===== src/hw/rtl/assert_macros.svh =====
// Assertion helpers shared by the RTL modules.
`ifndef ASSERT_MACROS_SVH
`define ASSERT_MACROS_SVH

// Check on the local clk_i, skipped while rst_ni is low.
`define MLTE_ASSERT(name, prop, msg) \
  name: assert property (@(posedge clk_i) disable iff (!rst_ni) prop) \
    else $error(msg);

// Check on an explicitly named clock and active-low reset.
`define MLTE_ASSERT_CLK(name, clk, rst_n, prop, msg) \
  name: assert property (@(posedge clk) disable iff (!rst_n) prop) \
    else $error(msg);

`endif


===== src/hw/rtl/mlte_pkg.sv =====
`default_nettype none

package mlte_pkg;

  typedef enum logic [2:0] {
    CMD_CREATE = 3'd0,
    CMD_APPEND = 3'd1,
    CMD_REMOVE = 3'd2,
    CMD_DELETE = 3'd3,
    CMD_RESIZE = 3'd4,
    CMD_READ   = 3'd5
  } cmd_e;

  typedef enum logic [3:0] {
    STAT_OK           = 4'd0,
    STAT_BAD_SLOT     = 4'd1,
    STAT_BAD_SIZE     = 4'd2,
    STAT_EXISTS       = 4'd3,
    STAT_NO_LIST      = 4'd4,
    STAT_FULL         = 4'd5,
    STAT_EMPTY        = 4'd6,
    STAT_NOT_FOUND    = 4'd7,
    STAT_BAD_NEW_SIZE = 4'd8
  } status_e;

  typedef enum logic [2:0] {
    S_IDLE,
    S_DECODE,
    S_SEARCH,
    S_SHIFT,
    S_READ
  } state_e;

  // What a decoded command needs from the sequencer.
  typedef enum logic [1:0] {
    DEC_DROP,
    DEC_SINGLE,
    DEC_SEARCH,
    DEC_READ
  } dec_e;

  typedef struct packed {
    logic [2:0]         command;
    logic [3:0]         slot;
    logic signed [7:0]  amount;
    logic signed [31:0] value;
  } req_t;

  typedef struct packed {
    logic [3:0]         status;
    logic signed [31:0] data_value;
    logic               last;
  } res_t;

  typedef struct packed {
    logic load;
    logic exec;
    logic scan;
    logic hit_take;
    logic shift;
    logic del_done;
    logic not_found;
    logic emit_data;
  } dp_cmd_t;

  typedef struct packed {
    dec_e kind;
    logic scan_end;
    logic rd_hit;
    logic rd_last;
  } dp_stat_t;

endpackage

`default_nettype wire


===== src/hw/rtl/mlte_ctrl.sv =====
`default_nettype none

`include "assert_macros.svh"

module mlte_ctrl (
  input  wire logic               clk_i,
  input  wire logic               rst_ni,
  input  wire logic               start_i,
  input  wire mlte_pkg::dp_stat_t stat_i,
  output logic                    busy_o,
  output mlte_pkg::dp_cmd_t       cmd_o
);

  mlte_pkg::state_e state_q, state_d;
  logic             hit_in_search;

  always_ff @(posedge clk_i or negedge rst_ni) begin
    if (!rst_ni) begin
      state_q <= mlte_pkg::S_IDLE;
    end else begin
      state_q <= state_d;
    end
  end

  always_comb begin
    state_d = state_q;
    cmd_o   = '0;
    busy_o  = 1'b1;
    case (state_q)
      mlte_pkg::S_IDLE: begin
        busy_o = 1'b0;
        if (start_i) begin
          cmd_o.load = 1'b1;
          state_d    = mlte_pkg::S_DECODE;
        end
      end
      mlte_pkg::S_DECODE: begin
        cmd_o.exec = 1'b1;
        case (stat_i.kind)
          mlte_pkg::DEC_SEARCH: state_d = mlte_pkg::S_SEARCH;
          mlte_pkg::DEC_READ:   state_d = mlte_pkg::S_READ;
          default:              state_d = mlte_pkg::S_IDLE;
        endcase
      end
      mlte_pkg::S_SEARCH: begin
        if (stat_i.rd_hit) begin
          cmd_o.hit_take = 1'b1;
          state_d        = mlte_pkg::S_SHIFT;
        end else if (stat_i.rd_last) begin
          cmd_o.not_found = 1'b1;
          state_d         = mlte_pkg::S_IDLE;
        end else begin
          cmd_o.scan = 1'b1;
        end
      end
      mlte_pkg::S_SHIFT: begin
        cmd_o.scan  = 1'b1;
        cmd_o.shift = 1'b1;
        if (stat_i.scan_end) begin
          cmd_o.del_done = 1'b1;
          state_d        = mlte_pkg::S_IDLE;
        end
      end
      mlte_pkg::S_READ: begin
        cmd_o.scan      = 1'b1;
        cmd_o.emit_data = 1'b1;
        if (stat_i.rd_last) state_d = mlte_pkg::S_IDLE;
      end
      default: begin
        state_d = mlte_pkg::S_IDLE;
      end
    endcase
  end

  assign hit_in_search = (state_q == mlte_pkg::S_SEARCH) && stat_i.rd_hit;

  `MLTE_ASSERT(a_hit_to_shift, hit_in_search |=> (state_q == mlte_pkg::S_SHIFT), "no shift after hit")

endmodule

`default_nettype wire


===== config.mk =====
export PLATFORM = sky130hd
export DESIGN_NAME = mlte_ctrl
export DESIGN_NICKNAME = d
export VERILOG_FILES = /design/src/hw/rtl/mlte_pkg.sv /design/src/hw/rtl/mlte_ctrl.sv
export VERILOG_INCLUDE_DIRS = /design/src /design/src/hw/rtl
export SDC_FILE = /design/constraint.sdc
export NUM_CORES = 1
export LEC_CHECK = 0
export BUFFER_PORTS_ARGS = -buffer_cell sky130_fd_sc_hd__buf_2
export CORE_AREA = 2 2 39 41
export CTS_CLUSTER_SIZE = 25
export DETAILED_ROUTE_END_ITERATION = 10
export DIE_AREA = 0 0 41 43
export SLEW_MARGIN = 10
export SYNTH_ARGS = -nofsm -noshare
export SYNTH_HDL_FRONTEND = slang
export SYNTH_SLANG_ARGS = --single-unit

===== constraint.sdc =====
create_clock -name clk_i -period 2.94 [get_ports clk_i]
set_input_delay 0.735 -clock clk_i [delete_from_list [all_inputs] [get_ports clk_i]]
set_output_delay 0.735 -clock clk_i [all_outputs]
set_load 0.005 [all_outputs]

After elaboration in Yosys (flattened, before gate mapping) --
Cells that the tools add are included. Widths: inputs -> output; s select.
Word-level totals: register bits after elaboration 3, bits in latches 0, RAM bits 0, bits in read-only memories 0, input bits 8, output and inout bits 9, word-level logic and storage cells 33, memories kept 0
Operators by class: add/sub/neg operators 0, multiply operators 0, div/mod/pow operators 0, $lt $le $gt $ge 0, eq/ne operators 8, shift operators 0, mux-type cells 21, bitwise logic cells 0, reduce and logical (&&, ||, !) cells 3
Operators with widths (number):
- $pmux 3 s5 | 1
- $mux 1 | 13
- $mux 3 | 4
- $eq 3x2->1 const B | 2
- $pmux 3 s2 | 1
- $eq 2x2->1 const B | 2
- $ne 2x2->1 const B | 2
- $eq 3x1->1 const B | 1
- $eq 3x3->1 const B | 1
- $logic_not 3->1 | 1
- $mux 2 | 1
- $pmux 1 s2 | 1
- $reduce_and 2->1 | 1
- $reduce_or 2->1 | 1

Logic depth before layout (Yosys ltp) --
depth in word-level cells 3, gate-level depth with buffers 3, mapped depth without buffers 2

Worst setup path after synthesis --
Ideal clock, no wire load.
path kind input to output, start in start_i, end out cmd_o[7] (netlist bit), data arrival time 1.256 ns, data required time 2.205 ns, slack 0.949 ns, stages on the path 2, buffers on the path 0, cell sequence or4b_4 -> inv_1
RTL lines:
- from (decl) | line mlte_ctrl.sv:8 | input wire logic start_i,
- to (decl) | line mlte_ctrl.sv:11 | output mlte_pkg::dp_cmd_t cmd_o

==> flow_metrics.env <==
export IMPL_slew_viol_final=0
export IMPL_max_cap_viol_count=0
export IMPL_p_switching_mw=0.114
export IMPL_p_comb_frac=0.467
export IMPL_worst_r2r_cell_count=2
export IMPL_grt_pass1_vias=248
export IMPL_hold_path_class="in2async"
export IMPL_worstMarginPinSlew_ns=0.254
export IMPL_path_buf_inv=3
export IMPL_htree_levels=1
export IMPL_postCtsSetupBuffers=0
export IMPL_yosys_warnings=0
export IMPL_cts_sinks=3
export IMPL_vias=266
export IMPL_rr_endpoint="state_q[0]"
export IMPL_synth_ff_type="dfrtp_1"
export IMPL_cp_required_ns=2.20
export IMPL_rsz0062_at_grt="false"
export IMPL_cts_resized_gates=0
export IMPL_grt_pass1_wl_um=972
export IMPL_holdBufCountCts=0
export IMPL_slowest_delay_ns=0.46
export IMPL_grt_overflow=0
export IMPL_max_freq_ghz=0.463
export IMPL_cp_endpoint="cmd_o[7]"
export IMPL_startpoint_type="input port"
export IMPL_initial_core_util=0.178
export IMPL_die_area_um2=1760
export IMPL_setup_tns_ns=0
export IMPL_synth_edf_count=0
export IMPL_die_h_um=43
export IMPL_rows=14
export IMPL_syn_area_um2=246
export IMPL_synth_area_leader_cell="dfrtp_1"
export IMPL_relSlewSlack=0.831
export IMPL_skew_ns=0.00502
export IMPL_synth_area_per_cell_um2=9.48
export IMPL_synth_nets=34
export IMPL_synth_top_area_share=0.305
export IMPL_hold_viol_final=0
export IMPL_worst_slack_ns=0.780
export IMPL_status="completed"
export IMPL_drt_vias_per_instance=4.36
export IMPL_period_needed_ns=2.16
export IMPL_post_route_cells_drive_above_1_share=0.489
export IMPL_nNetsFinal=54
export IMPL_p_sw_frac=0.370
export IMPL_drtAntennaViolNets=0
export IMPL_setup_viol=0
export IMPL_synth_common_cells="dfrtp_1, inv_1, and2_1, nor2_1, nor3b_1"
export IMPL_clk_pin_slew_ns=0.04
export IMPL_cp_end_kind="output port"
export IMPL_synth_area_top_cells="dfrtp_1, nor3b_1, or4b_4, and2_1, o31ai_2"
export IMPL_power_leakage_nw=0.207
export IMPL_final_util=0.261
export IMPL_cp_num_cells=4
export IMPL_critical_path_cell_chain="buf_2, or4b_4, inv_1, buf_2"
export IMPL_cp_common_cell="buf_2"
export IMPL_cts_root_buf="clkbuf_4"
export IMPL_drt_initial_drc_count=3
export IMPL_pwr_share_seq=0.292
export IMPL_syn_to_final_growth_pct=46.7
export IMPL_cts_tree="yes"
export IMPL_r2r_slack_ns=1.77
export IMPL_pre_cts_ws_ns=0.776
export IMPL_grt_max_degree=12
export IMPL_wl_um=630
export IMPL_reg_top3="state_q x3"
export IMPL_crit_fanout=2
export IMPL_p_clk_frac=0.242
export IMPL_synth_seq_area_share=0.305
export IMPL_die_w_um=41
export IMPL_synth_seq_cells=3
export IMPL_largest_register_ffs=3
export IMPL_critical_path_top_delay_family="simple AND/OR/NAND/NOR gates"
export IMPL_synth_async_sr_flop_share=1.00
export IMPL_critPathLaunch="start_i"
export IMPL_numCtsBuffers=3
export IMPL_antenna_found_initial=0
export IMPL_layoutNonFillerInstCount=61
export IMPL_gp_congestion=0.749
export IMPL_track_usage=0.0866
export IMPL_syn_inst=26
export IMPL_drcViolationCount=0
export IMPL_peakVddDrop_v=0.000157
export IMPL_p_int_mw=0.195
export IMPL_clockBufferDepth=2
export IMPL_wl_per_cell_um=10.3
export IMPL_worstReg2RegStart="state_q[0]"
export IMPL_largest_register="state_q"
export IMPL_clock_latency_ns=0.24
export IMPL_first_pass_iters=3
export IMPL_dp_cells=57
export IMPL_cp_slowest_cell="or4b_4"
export IMPL_power_density_nw_per_um2=856
export IMPL_coreArea_um2=1380
export IMPL_num_antenna_cells=0
export IMPL_numPortBuffers=16
export IMPL_io_pins=17
export IMPL_post_route_period_util=0.735
export IMPL_path_class="in2out"
export IMPL_ys_types=19
export IMPL_cp_arrival_ns=1.42
==> through the flow <==
| stage | power, mW | hold WS, ns | cell area [um2] |
|---|---|---|---|
| after floorplan | 0.190 | 0.439 | 246 |
| after global placement | 0.239 | 0.533 | 335 |
| after detailed placement | 0.237 | 0.533 | 335 |
| after CTS | 0.314 | 0.278 | 362 |
| after global routing | 0.337 | 0.286 | 362 |
| final | 0.310 | 0.280 | 362 |
==> power groups by stage <==
| stage | Sequential [mW] | Combinational (mW) | Clock (mW) |
|---|---|---|---|
| after global placement | 0.0920 | 0.146 | 0 |
| after floorplan | 0.0751 | 0.114 | 0 |
| after CTS | 0.0911 | 0.147 | 0.0767 |
| after detailed placement | 0.0914 | 0.146 | 0 |
| final | 0.0902 | 0.144 | 0.0748 |
| after global routing | 0.0958 | 0.162 | 0.0788 |
==> placed cells by master (no fill, tap or decap), drive strengths merged <==
cell,instances
and2,2
and3,1
and3b,1
and4b,1
buf,16
clkbuf,4
dfrtp,3
inv,3
nand2b,1
nand4bb,1
nor2,2
nor3b,2
o21ai,1
o21ba,1
o22ai,1
o31ai,1
o32ai,1
or3,1
or3b,1
or4b,1
==> logic make-up (layout without fill, tap and decap cells) <==
| group | count (synthesis) | after routing | synth area share |
|---|---|---|---|
| flops | 3 | 3 | 0.305 |
| simple gates | 14 | 14 | 0.432 |
| compound gates | 5 | 5 | 0.173 |
| buf+inv | 4 | 23 | 0.0914 |
==> metal layers <==
layer	global-route usage	wire length (um)	vias up
li1	-	-	134
met1	0.0974	276	119
met2	0.103	286	11
met3	0.0419	48	2
met4	0.100	19	0
met5	0	0	-
==> area by class of cell <==
type                    count  area (um2)
fillers                   154        1020
multi-input cells          19         149
repair buffers             16        80.1
flip-flops and latches      3        75.1
clock buffers               4        26.3
well taps                  16        20.0
inverters                   3        11.3
==> worst min path at each step <==
stage | from | end | slack (ns) | cells past startpoint
after global routing | rst_ni | state_q[0] | 0.29 | 1
after detailed placement | rst_ni | state_q[1] | 0.53 | 1
final | rst_ni | state_q[0] | 0.28 | 1
after floorplan | rst_ni | state_q[0] | 0.44 | 0
after global placement | rst_ni | state_q[0] | 0.53 | 1
after CTS | rst_ni | state_q[0] | 0.28 | 1
==> worst register-to-register path: stages, from the launching register on <==
cell and delay [ns]:
dfrtp_1 0.46, or4b_4 0.56, o31ai_2 0.07
Note: power is estimated with default switching activity, not from simulation.
